**config.mk**
```make
export PLATFORM = sky130hd
export DESIGN_NAME = motor_feedback_tracker
export DESIGN_NICKNAME = d
export VERILOG_FILES = /design/src/mft_pkg.sv /design/src/mft_ctrl.sv /design/src/mft_dp.sv /design/src/motor_feedback_tracker.sv
export VERILOG_INCLUDE_DIRS = /design/src /design/src/src
export SDC_FILE = /design/constraint.sdc
export NUM_CORES = 2
export LEC_CHECK = 0
export BUFFER_PORTS_ARGS = -buffer_cell sky130_fd_sc_hd__buf_2
export CAP_MARGIN = 15
export CELL_PAD_IN_SITES_DETAIL_PLACEMENT = 0
export CELL_PAD_IN_SITES_GLOBAL_PLACEMENT = 1
export CORE_MARGIN = 1
export CORE_UTILIZATION = 52
export CTS_CLUSTER_DIAMETER = 80
export DETAILED_ROUTE_END_ITERATION = 12
export PLACE_DENSITY = 0.81
export SYNTH_ARGS = -nofsm -noshare
export SYNTH_HDL_FRONTEND = slang
export SYNTH_HIERARCHICAL = 1
export SYNTH_SLANG_ARGS = --single-unit
```
**constraint.sdc**
```tcl
create_clock -name i_clk -period 13 [get_ports i_clk]
set_input_delay 1.3 -clock i_clk [delete_from_list [all_inputs] [get_ports i_clk]]
set_output_delay 1.3 -clock i_clk [all_outputs]
set_load 0.02 [all_outputs]
```
**src/motor_feedback_tracker_macros.svh**
```systemverilog
// Assertion macros for the motor feedback tracker.
`ifndef MOTOR_FEEDBACK_TRACKER_MACROS_SVH
`define MOTOR_FEEDBACK_TRACKER_MACROS_SVH
`ifndef NO_ASSERTIONS
`define MFT_ASSERT_IMPL(label, clk, rst_n, ante, cons) \
    label: assert property (@(posedge clk) disable iff (!rst_n) (ante) |-> (cons)) \
        else $error("assertion failed");
`define MFT_ASSERT_NEXT(label, clk, rst_n, ante, cons) \
    label: assert property (@(posedge clk) disable iff (!rst_n) (ante) |=> (cons)) \
        else $error("assertion failed");
`else
`define MFT_ASSERT_IMPL(label, clk, rst_n, ante, cons)
`define MFT_ASSERT_NEXT(label, clk, rst_n, ante, cons)
`endif
`endif

```
**src/mft_pkg.sv**
```systemverilog
// Shared types and constants of the motor feedback tracker.
package mft_pkg;
    localparam int unsigned SlotW = 3;
    localparam int unsigned DivSteps = 42;

    localparam logic [2:0] RegPulses = 3'd0;
    localparam logic [2:0] RegCounts = 3'd1;
    localparam logic [2:0] RegBegin = 3'd2;
    localparam logic [2:0] RegEnable = 3'd3;
    localparam logic [2:0] RegStuck = 3'd4;

    localparam logic OpFrame = 1'b0;
    localparam logic OpTick = 1'b1;

    typedef enum logic [2:0] {
        ST_IDLE, ST_UPDATE, ST_MULT, ST_DIV, ST_OUT
    } t_state;

    // controller commands to datapath
    typedef struct packed {
        logic load;
        logic update;
        logic mult;
        logic div_start;
        logic div_step;
        logic finish;
    } t_cmd;

    // datapath status to controller
    typedef struct packed {
        logic div_done;
    } t_status;
endpackage

```
**src/mft_ctrl.sv**
```systemverilog
// Sequencer of the motor feedback tracker.
module mft_ctrl
    import mft_pkg::*;
(
    input  logic    i_clk,
    input  logic    i_rst_n,
    input  logic    i_valid,
    output logic    o_stall,
    output logic    o_valid,
    input  logic    i_stall,
    input  t_status i_status,
    output t_cmd    o_cmd
);
    t_state r_state, n_state;
    logic   r_out_valid, n_out_valid;

    always_ff @(posedge i_clk) begin
        if (!i_rst_n) begin
            r_state <= ST_IDLE;
            r_out_valid <= 1'b0;
        end else begin
            r_state <= n_state;
            r_out_valid <= n_out_valid;
        end
    end

    // next state and commands; result register frees as soon as it is taken
    always_comb begin
        n_state = r_state;
        o_cmd = '0;
        n_out_valid = r_out_valid && i_stall;
        o_stall = 1'b1;
        unique case (r_state)
            ST_IDLE: begin
                o_stall = 1'b0;
                if (i_valid) begin
                    o_cmd.load = 1'b1;
                    n_state = ST_UPDATE;
                end
            end
            ST_UPDATE: begin
                o_cmd.update = 1'b1;
                n_state = ST_MULT;
            end
            ST_MULT: begin
                o_cmd.mult = 1'b1;
                n_state = ST_DIV;
            end
            ST_DIV: begin
                if (i_status.div_done) begin
                    n_state = ST_OUT;
                end else begin
                    o_cmd.div_step = 1'b1;
                end
            end
            ST_OUT: begin
                if (!n_out_valid) begin
                    o_cmd.finish = 1'b1;
                    n_out_valid = 1'b1;
                    n_state = ST_IDLE;
                end
            end
            default: n_state = ST_IDLE;
        endcase
    end

    assign o_valid = r_out_valid;
endmodule

```
**src/mft_dp.sv**
```systemverilog
// Per-motor state table, frame/tick update and degree divider.
module mft_dp
    import mft_pkg::*;
#(
    parameter int unsigned MOTORS = 8
) (
    input  logic               i_clk,
    input  logic               i_rst_n,
    input  t_cmd               i_cmd,
    output t_status            o_status,
    input  logic               i_cfg_valid,
    input  logic [2:0]         i_cfg_index,
    input  logic [23:0]        i_cfg_data,
    input  logic               i_operation,
    input  logic [2:0]         i_motor_index,
    input  logic [12:0]        i_angle_raw,
    input  logic signed [15:0] i_speed_raw,
    input  logic signed [15:0] i_current_raw,
    input  logic [7:0]         i_temperature_raw,
    output logic [2:0]         o_slot,
    output logic signed [31:0] o_total_count,
    output logic signed [31:0] o_angle_degrees,
    output logic signed [13:0] o_step_count,
    output logic signed [31:0] o_lock_count,
    output logic signed [15:0] o_speed_now,
    output logic signed [15:0] o_current_now,
    output logic [7:0]         o_temperature_now,
    output logic               o_drive_enabled,
    output logic               o_stall_alarm
);
    localparam int unsigned IdxW = (MOTORS > 1) ? $clog2(MOTORS) : 1;

    // configuration
    logic [15:0] r_ppr;
    logic [23:0] r_cpt;
    logic [7:0]  r_begin, r_enable;
    logic        r_stuck;

    // per-motor state
    logic [12:0]        r_prev [MOTORS];
    logic signed [31:0] r_total [MOTORS];
    logic signed [31:0] r_held [MOTORS];
    logic signed [13:0] r_lstep [MOTORS];
    logic signed [15:0] r_speed [MOTORS];
    logic signed [15:0] r_cur [MOTORS];
    logic [7:0]         r_temp [MOTORS];
    logic [MOTORS-1:0]  r_zero, r_fault, r_alarm;
    logic [9:0]         r_stallc [MOTORS];
    logic [4:0]         r_age [MOTORS];
    logic [3:0]         r_tmo [MOTORS];

    // latched request
    logic               r_op, r_oob;
    logic [2:0]         r_slot;
    logic [12:0]        r_ang;
    logic signed [15:0] r_spd, r_curin;
    logic [7:0]         r_tin;

    logic [IdxW-1:0] w_m;
    assign w_m = r_slot[IdxW-1:0];

    // config writes, enable write clears faults
    always_ff @(posedge i_clk) begin
        if (!i_rst_n) begin
            r_ppr <= 16'd8191;
            r_cpt <= 24'd155629;
            r_begin <= '0;
            r_enable <= '0;
            r_stuck <= 1'b0;
        end else if (i_cfg_valid) begin
            unique case (i_cfg_index)
                RegPulses: r_ppr <= i_cfg_data[15:0];
                RegCounts: r_cpt <= i_cfg_data;
                RegBegin: r_begin <= i_cfg_data[7:0];
                RegEnable: r_enable <= i_cfg_data[7:0];
                RegStuck: r_stuck <= i_cfg_data[0];
                default: ;
            endcase
        end
    end

    // latch the request
    always_ff @(posedge i_clk) begin
        if (i_cmd.load) begin
            r_op <= i_operation;
            r_slot <= i_motor_index;
            r_oob <= ({29'd0, i_motor_index} >= MOTORS);
            r_ang <= i_angle_raw;
            r_spd <= i_speed_raw;
            r_curin <= i_current_raw;
            r_tin <= i_temperature_raw;
        end
    end

    // frame step arithmetic
    logic signed [17:0] w_diff, w_step;
    logic signed [31:0] w_sum;
    logic signed [13:0] w_sat;
    always_comb begin
        w_diff = $signed({5'd0, r_ang}) - $signed({5'd0, r_prev[w_m]});
        if (w_diff > 18'sd4096) w_step = w_diff - $signed({2'd0, r_ppr});
        else if (w_diff < -18'sd4096) w_step = w_diff + $signed({2'd0, r_ppr});
        else w_step = w_diff;
        w_sum = r_total[w_m] + 32'(w_step);
        if (w_step > 18'sd8191) w_sat = 14'sd8191;
        else if (w_step < -18'sd8192) w_sat = -14'sd8192;
        else w_sat = w_step[13:0];
    end

    logic w_run;
    assign w_run = r_begin[w_m] && r_enable[w_m] && !r_fault[w_m];

    // state table update
    always_ff @(posedge i_clk) begin
        if (!i_rst_n) begin
            for (int i = 0; i < MOTORS; i++) begin
                r_prev[i] <= '0; r_total[i] <= '0; r_held[i] <= '0;
                r_lstep[i] <= '0; r_speed[i] <= '0; r_cur[i] <= '0;
                r_temp[i] <= '0; r_stallc[i] <= '0; r_age[i] <= '0;
                r_tmo[i] <= '0;
            end
            r_zero <= '1; r_fault <= '0; r_alarm <= '0;
        end else begin
            if (i_cfg_valid && i_cfg_index == RegEnable) begin
                r_fault <= r_fault & ~i_cfg_data[MOTORS-1:0];
            end
            if (i_cmd.update && !r_oob) begin
                if (r_op == OpFrame) begin
                    r_prev[w_m] <= r_ang;
                    r_lstep[w_m] <= w_sat;
                    r_speed[w_m] <= r_spd;
                    r_cur[w_m] <= r_curin;
                    r_temp[w_m] <= r_tin;
                    r_age[w_m] <= '0;
                    if (r_zero[w_m]) begin
                        r_total[w_m] <= '0;
                        r_held[w_m] <= '0;
                        r_zero[w_m] <= 1'b0;
                    end else begin
                        r_total[w_m] <= w_sum;
                        if (r_begin[w_m]) r_held[w_m] <= w_sum;
                    end
                end else if (w_run) begin
                    if (r_lstep[w_m] < 14'sd5 && r_cur[w_m] > 16'sd3000) begin
                        if (r_stallc[w_m] > 10'd500) begin
                            r_stallc[w_m] <= '0;
                            r_alarm[w_m] <= 1'b1;
                            if (r_stuck) r_fault[w_m] <= 1'b1;
                        end else begin
                            r_stallc[w_m] <= r_stallc[w_m] + 10'd1;
                        end
                    end else begin
                        r_stallc[w_m] <= '0;
                    end
                    if (r_age[w_m] < 5'd31) r_age[w_m] <= r_age[w_m] + 5'd1;
                    if (r_age[w_m] > 5'd20) begin
                        if (r_tmo[w_m] > 4'd10) begin
                            r_tmo[w_m] <= '0;
                            r_fault[w_m] <= 1'b1;
                        end else begin
                            r_tmo[w_m] <= r_tmo[w_m] + 4'd1;
                        end
                    end
                end
            end
        end
    end

    // degrees: product magnitude, restoring division one bit per cycle
    logic [40:0] r_prod, r_quo;
    logic [24:0] r_rem;
    logic        r_neg;
    logic [5:0]  r_cnt;
    logic [31:0] w_mag;
    logic [25:0] w_trial;
    assign w_mag = r_total[w_m][31] ? 32'(-r_total[w_m]) : r_total[w_m];
    assign w_trial = {r_rem, r_prod[40]} - {2'd0, r_cpt};

    always_ff @(posedge i_clk) begin
        if (!i_rst_n) begin
            r_cnt <= '0;
        end else if (i_cmd.mult) begin
            r_prod <= 41'(w_mag) * 41'd360;
            r_neg <= r_total[w_m][31];
            r_rem <= '0;
            r_quo <= '0;
            r_cnt <= 6'(DivSteps - 1);
        end else if (i_cmd.div_step) begin
            r_prod <= {r_prod[39:0], 1'b0};
            if (!w_trial[25]) begin
                r_rem <= w_trial[24:0];
                r_quo <= {r_quo[39:0], 1'b1};
            end else begin
                r_rem <= {r_rem[23:0], r_prod[40]};
                r_quo <= {r_quo[39:0], 1'b0};
            end
            r_cnt <= r_cnt - 6'd1;
        end
    end
    // one extra step: 41 quotient bits, then a last idle step that only raises done
    assign o_status.div_done = (r_cnt == 6'd0);

    logic signed [31:0] w_deg;
    always_comb begin
        if (r_cpt == '0) w_deg = '0;
        else if (!r_neg) w_deg = (r_quo > 41'h7FFFFFFF) ? 32'h7FFFFFFF : r_quo[31:0];
        else w_deg = (r_quo > 41'h80000000) ? 32'h80000000 : 32'(-r_quo[31:0]);
    end

    // result register
    always_ff @(posedge i_clk) begin
        if (i_cmd.finish) begin
            o_slot <= r_slot;
            o_total_count <= r_oob ? '0 : r_total[w_m];
            o_angle_degrees <= r_oob ? '0 : w_deg;
            o_step_count <= r_oob ? '0 : r_lstep[w_m];
            o_lock_count <= r_oob ? '0 : r_held[w_m];
            o_speed_now <= r_oob ? '0 : r_speed[w_m];
            o_current_now <= r_oob ? '0 : r_cur[w_m];
            o_temperature_now <= r_oob ? '0 : r_temp[w_m];
            o_drive_enabled <= !r_oob && r_enable[w_m] && !r_fault[w_m];
            o_stall_alarm <= !r_oob && r_alarm[w_m];
        end
    end
endmodule

```
**src/motor_feedback_tracker.sv**
```systemverilog
// A request passes through update, multiply, the divide steps and out; out loads the result register.
// A new request is taken only once the current one is done, bit-serial degree division included.
// The input is taken only while idle; the result register holds until taken.
// Reset (synchronous, active low) clears all motor state and loads register defaults.
// Each motor starts with its zero-on-first-frame flag set.
`include "motor_feedback_tracker_macros.svh"
module motor_feedback_tracker
    import mft_pkg::*;
#(
    parameter int unsigned MOTORS = 8
) (
    input  logic               i_clk,
    input  logic               i_rst_n,
    input  logic               i_cfg_valid,
    output logic               o_cfg_ready,
    input  logic [2:0]         i_cfg_index,
    input  logic [23:0]        i_cfg_data,
    input  logic               i_valid,
    output logic               o_stall,
    input  logic               i_operation,
    input  logic [2:0]         i_motor_index,
    input  logic [12:0]        i_angle_raw,
    input  logic signed [15:0] i_speed_raw,
    input  logic signed [15:0] i_current_raw,
    input  logic [7:0]         i_temperature_raw,
    output logic               o_valid,
    input  logic               i_stall,
    output logic [2:0]         o_slot,
    output logic signed [31:0] o_total_count,
    output logic signed [31:0] o_angle_degrees,
    output logic signed [13:0] o_step_count,
    output logic signed [31:0] o_lock_count,
    output logic signed [15:0] o_speed_now,
    output logic signed [15:0] o_current_now,
    output logic [7:0]         o_temperature_now,
    output logic               o_drive_enabled,
    output logic               o_stall_alarm
);
    t_cmd    w_cmd;
    t_status w_status;

    assign o_cfg_ready = 1'b1;

    mft_ctrl u_ctrl (
        .i_clk, .i_rst_n, .i_valid, .o_stall, .o_valid, .i_stall,
        .i_status(w_status), .o_cmd(w_cmd)
    );

    mft_dp #(.MOTORS(MOTORS)) u_dp (
        .i_clk, .i_rst_n, .i_cmd(w_cmd), .o_status(w_status),
        .i_cfg_valid, .i_cfg_index, .i_cfg_data,
        .i_operation, .i_motor_index, .i_angle_raw, .i_speed_raw,
        .i_current_raw, .i_temperature_raw,
        .o_slot, .o_total_count, .o_angle_degrees, .o_step_count, .o_lock_count,
        .o_speed_now, .o_current_now, .o_temperature_now, .o_drive_enabled,
        .o_stall_alarm
    );

    // an accepted request is followed by a busy input
    `MFT_ASSERT_NEXT(a_busy_after_accept, i_clk, i_rst_n, i_valid && !o_stall, o_stall)
    // a finish command is followed by a valid result
    `MFT_ASSERT_NEXT(a_result_from_finish, i_clk, i_rst_n, w_cmd.finish, o_valid)
    // loading a request never overlaps a divide step
    `MFT_ASSERT_IMPL(a_load_idle, i_clk, i_rst_n, w_cmd.load, !w_cmd.div_step)
endmodule
```
After elaboration in Yosys (flattened, before gate mapping) --
Memories as Yosys holds them, arrays and structs flattened. A register that Yosys moved wholly into a read port is not among the register bits. Cells that the tools add are included.
Cells by class: $add $sub $neg 11, multiply operators 1, div/mod/pow operators 0, magnitude comparators 14, eq/ne operators 11, shifts and indexed selects 0, multiplexer cells 160, bitwise operators 15, reduce and logical (&&, ||, !) cells 34
Operators by type and width (number):
- 32-bit 2-to-1 mux | 8
- 41-bit 2-to-1 mux | 3
- 8-bit 2-to-1 mux | 15
- 1-bit 2-to-1 mux | 88
- 32-bit negator | 2
- 32-bit OR reduction | 2
- 3-bit 2-to-1 mux | 20
- 25-bit 2-to-1 mux | 2
- 14-bit 2-to-1 mux | 3
- 41-bit by 31-bit greater-than comparator with 1-bit output, second input constant | 1
- 41-bit by 32-bit greater-than comparator with 1-bit output, second input constant | 1
- 32-bit by 6-bit multiplier with 38-bit output, second input constant | 1
- 18-bit by 14-bit greater-than comparator with 1-bit output, second input constant | 2
- 18-bit 2-to-1 mux | 2
- 32-bit by 18-bit adder with 32-bit output | 1
- 16-bit 2-to-1 mux | 2
- 16-bit OR reduction | 2
- 10-bit 2-to-1 mux | 3
- 26-bit by 24-bit subtractor with 26-bit output | 1
- 24-bit logical NOT | 1
- 8-bit bitwise OR | 3
- 18-bit by 17-bit adder with 18-bit output | 1
- 18-bit by 13-bit less-than comparator with 1-bit output, second input constant | 1
- 18-bit by 14-bit less-than comparator with 1-bit output, second input constant | 1
- other kinds (45) | 80
Storage, ports and cells: flip-flop bits (word level) 354, bits in latches 0, memory bits (writable) 1200, bits in read-only memories 0, bits of input ports 89, output and inout bits 158, word-level logic and storage cells 286, memories kept 10
Memory list:
- u_dp.r_held | words 8, bits a word 32, rd ports 1, clocked after Yosys merged registers in 1, wr ports 8, RTL line mft_dp.sv:42 | logic signed [31:0] r_held [MOTORS];
- u_dp.r_total | words 8, bits a word 32, rd ports 1, clocked after Yosys merged registers in 1, wr ports 8, RTL line mft_dp.sv:41 | logic signed [31:0] r_total [MOTORS];
- u_dp.r_cur | words 8, bits a word 16, rd ports 1, clocked after Yosys merged registers in 1, wr ports 8, RTL line mft_dp.sv:45 | logic signed [15:0] r_cur [MOTORS];
- u_dp.r_speed | words 8, bits a word 16, rd ports 1, clocked after Yosys merged registers in 1, wr ports 8, RTL line mft_dp.sv:44 | logic signed [15:0] r_speed [MOTORS];
- u_dp.r_lstep | words 8, bits a word 14, rd ports 1, clocked after Yosys merged registers in 1, wr ports 8, RTL line mft_dp.sv:43 | logic signed [13:0] r_lstep [MOTORS];
- u_dp.r_prev | words 8, bits a word 13, rd ports 1, clocked after Yosys merged registers in 1, wr ports 8, RTL line mft_dp.sv:40 | logic [12:0] r_prev [MOTORS];
- +4 memories

Logic depth before layout (Yosys ltp) --
word-level depth 18, depth in mapped cells 43, mapped depth without buffers 33

Hierarchy --
Netlist, hierarchy kept.
By module, submodules not included:
- mft_dp | instances 1, cells an instance 5948, area an instance 76404.5 um^2, seq. area each 47355.4 um^2
- mft_ctrl | instances 1, cells an instance 26, area an instance 220.2 um^2, seq. area each 80.1 um^2
- motor_feedback_tracker | instances 1, cells an instance 2, area an instance 11.3 um^2, seq. area each 0.0 um^2

Worst setup path after synthesis --
OpenSTA, ideal clock, no wires.
path kind register to register, start reg (tool-made name), end mem u_dp.r_total[6][29], data pin, library setup time 0.265 ns, arrival time 9.318 ns, data required time 12.735 ns, slack 3.416 ns, cell stages (with the launch flop) 41, path buffers 9, clock period less this slack 9.584 ns, path through dfxtp_1 -> clkinv_1 -> buf_2 -> buf_2 -> buf_1 -> buf_1 -> clkbuf_1 -> buf_1 -> nand2_1 -> nand2_1 -> ha_1 -> inv_1 -> fa_1 -> a211oi_2 -> o211ai_2 -> and4_1 -> o21ai_0 -> nand3b_2 -> [5 not listed] -> o21ai_0 -> nor2b_1 -> o32a_1 -> buf_2 -> inv_1 -> ha_1 -> a21o_1 -> a21o_1 -> a21o_1 -> a21o_1 -> a21o_1 -> a32o_1 -> o41a_1 -> a311o_1 -> a21oi_1 -> xor2_1 -> buf_2 -> nor2_1
RTL lines (RTL line):
- end, declared | mft_dp.sv:41

==> metrics <==
outcome finished, final reports clean; fin crit share 0.730; Num Clock Sinks between 1500 and 2000; Die ar. between 100000 and 150000 sq um; library cell used as clock root buffer sky130_fd_sc_hd__clkbuf_16; max-cap violations 0; number of clock buffers inserted by TritonCTS ~170; global-route wire length before repair about 310000 um; Max Fclk ~110 MHz; required time worst endpoint between 10 and 15 ns; buffer depth of the longest clock path 3; RSZ-0062 raised after global routing false; Max VDD drop between 0.0002 and 0.00025 V; Clock transition at path regs 0.06 ns; floorplan die width between 300 and 400 um; most used cell, CP sky130_fd_sc_hd__o21ai_0; overall via count from detail_route around 50000; Final #Nets approximately 6400; Worst path max stage delay around 0.82 ns; Leakage around 33 nW; fraction of power spent switching nets 0.357; Ports ~250; kind of cell with the highest combined delay on the critical path compound AO/OA/AOI/OAI gates; area taken by multi-input logic gates 26900 sq um; core region area about 150000 sq um; via density per instance 6.18; post-cts repair resize count 0; number of H-tree branching levels 4; Post-CTS Repair Setup Buffers 0; R2R setup slack roughly 3.5 ns; transition time at the pin with the least slew margin about 1.2 ns; minimum clock period 9.50 ns; Placement Cell Area 79700 sq um; type of destination of the critical path flop; total power approximately 17 mW; number of pins with negative max-slew slack in the final report 0; kind of path behind the tightest hold check reg -> reg; count of hold-fix buffers inserted at cts 0; Max stage delay cell, worst path sky130_fd_sc_hd__nor2_2; layout cell share with drive strength beyond 1 0.147; Buffers on Ports ~250; final sum of negative setup slack 0 ns; number of antenna violations at the first check in global routing 4; power per unit of standard cell area between 200 and 250 nW/um^2; Non-Filler Cell Area, Final about 85000 sq um; final clock skew 0.0316 ns; critical path class reg -> reg; portion of total power attributed to combinational logic 0.383; wire per inst ~26 um; GRT Residual Overflow 0; Area growth syn-to-layout 11.1%; worst max-slew margin expressed relative to the limit 0.220; number of failing hold endpoints at the final stage 0; Filler cells 11567; post-synth design cell area approximately 77000 sq um; total routing usage reported by global routing 0.280; relative contribution of sequential cells to total power 0.346; vias in the first global route 49684; Storage cell area 47400 sq um; clock network fraction of total power 0.271; synthesized instance count roughly 6000; Site Rows between 100 and 150; DPL Wire Length 128000 um; CP Buf/Inv Count 4; Initial Util 0.525; routability cong. ~0.91; wirelength, routed 209000 um; clock latency reported for the late side of the worst-skew pair around 0.82 ns; maximum number of pins on one net before global-route repair approximately 140; first-pass detailed-route iteration total 6; DRT iter0 DRCs about 5000; crit start category flop; clock tree from TritonCTS built; count of synthesis-stage warnings from yosys 6; remaining antenna violation count after routing 0; Avg Cell Area, Syn around 13 sq um; crit-path max FO 27; Sw Pwr 6.21 mW; worst endpoint data arrival time approximately 10 ns; P_int ~11 mW; chip height approximately 390 um; count of endpoints failing setup in the final report 0; drc violations 0
## layout by cell type (no fill, tap or decap), types with 37 or more instances in the layout
cell type	n
sky130_fd_sc_hd__nand4_1	76
sky130_fd_sc_hd__mux4_2	191
sky130_fd_sc_hd__mux2_2	47
sky130_fd_sc_hd__and3_1	432
sky130_fd_sc_hd__ha_1	190
sky130_fd_sc_hd__inv_1	233
sky130_fd_sc_hd__nor3_1	52
sky130_fd_sc_hd__nand2_1	401
sky130_fd_sc_hd__clkbuf_16	173
sky130_fd_sc_hd__fa_1	63
sky130_fd_sc_hd__mux2i_1	69
sky130_fd_sc_hd__nor2_1	831
sky130_fd_sc_hd__a21oi_1	137
sky130_fd_sc_hd__edfxtp_1	1517
sky130_fd_sc_hd__xor2_1	38
sky130_fd_sc_hd__a22oi_1	234
sky130_fd_sc_hd__buf_4	108
sky130_fd_sc_hd__clkbuf_1	42
sky130_fd_sc_hd__a21o_1	55
sky130_fd_sc_hd__o21ai_0	214
sky130_fd_sc_hd__nand3_1	46
sky130_fd_sc_hd__nor2b_1	64
sky130_fd_sc_hd__buf_2	244
sky130_fd_sc_hd__xnor2_1	95
sky130_fd_sc_hd__dfxtp_1	91
sky130_fd_sc_hd__a21boi_0	37
## state kept, by name, indices dropped and copies added, names as in the netlist, 24 cells and up, named ones only
name,cells
u_dp/o_angle_degrees,32
u_dp/o_lock_count,32
u_dp/o_total_count,32
u_dp/r_age,40
u_dp/r_cpt,24
u_dp/r_cur,128
u_dp/r_held,256
u_dp/r_lstep,112
u_dp/r_prev,104
u_dp/r_prod,38
u_dp/r_quo,41
u_dp/r_rem,25
u_dp/r_speed,128
u_dp/r_stallc,80
u_dp/r_temp,64
u_dp/r_tmo,32
u_dp/r_total,256
## per-stage QoR
stage	util	hold WS (ns)	worst slack [ns]	instances
final	0.583	0.466	3.50	8163
after global routing	0.583	0.477	2.78	8161
after CTS	0.583	0.464	3.21	8158
after detailed placement	0.546	0.450	3.25	7851
after global placement	0.546	0.442	3.30	7851
after floorplan	-	0.424	3.42	5981
## layer usage
| layer | up-vias | track usage | wire, um |
|---|---|---|---|
| met5 | - | 0 | 13 |
| met4 | 2 | 0.107 | 7710 |
| met3 | 378 | 0.0518 | 18200 |
| met2 | 2398 | 0.447 | 98400 |
| met1 | 25210 | 0.382 | 84800 |
| li1 | 22492 | - | - |
## area by class of cell
type,instances,area share
multi-input combinational,3736,0.316
tap,1917,0.0282
antenna,2,0.0000588
sequential,1611,0.558
clock inverter,86,0.00972
timing repair buffer,354,0.0243
clock buffer,221,0.0537
inverter,236,0.0104
## power by group through the flow
stage / Clock [mW] / Combinational [mW] / Sequential (mW)
floorplan: 0 / 4.93 / 6.10
global placement: 0 / 6.52 / 6.12
detailed placement: 0 / 6.55 / 6.13
CTS: 4.77 / 6.61 / 6.02
global route: 4.97 / 7.41 / 6.04
finish: 4.71 / 6.66 / 6.02
## final timing paths
path                                      from  cells after the start                  to
worst max-delay path                      flop                     26  u_dp/r_held[2][24]
worst min-delay path            u_dp/r_slot[2]                      0      u_dp/o_slot[2]
worst min register to register  u_dp/r_slot[2]                      0      u_dp/o_slot[2]
worst max register to register            flop                     26  u_dp/r_held[2][24]
## worst reg2reg max path: stages, from the launching register on
cell                       delay, ns
sky130_fd_sc_hd__dfxtp_4        0.70
sky130_fd_sc_hd__buf_4          0.60
sky130_fd_sc_hd__mux4_2         0.61
sky130_fd_sc_hd__mux2i_1        0.15
sky130_fd_sc_hd__ha_1           0.27
sky130_fd_sc_hd__o21a_1         0.20
sky130_fd_sc_hd__o21ai_0        0.08
sky130_fd_sc_hd__nand2b_1       0.08
sky130_fd_sc_hd__a21oi_1        0.07
sky130_fd_sc_hd__a31oi_2        0.46
sky130_fd_sc_hd__clkinv_1       0.56
sky130_fd_sc_hd__nor2_2         0.82
sky130_fd_sc_hd__a221oi_1       0.25
sky130_fd_sc_hd__o22ai_1        0.63
sky130_fd_sc_hd__inv_1          0.28
sky130_fd_sc_hd__ha_1           0.37
sky130_fd_sc_hd__o21ai_0        0.11
sky130_fd_sc_hd__a21boi_0       0.21
sky130_fd_sc_hd__o41ai_1        0.45
sky130_fd_sc_hd__a31oi_1        0.19
sky130_fd_sc_hd__nor4_1         0.29
sky130_fd_sc_hd__nor2_1         0.17
sky130_fd_sc_hd__a31oi_1        0.30
sky130_fd_sc_hd__o21ai_0        0.16
sky130_fd_sc_hd__xnor2_1        0.77
sky130_fd_sc_hd__buf_4          0.34
sky130_fd_sc_hd__nor2_1         0.09
(Power assumes the default switching activity.)
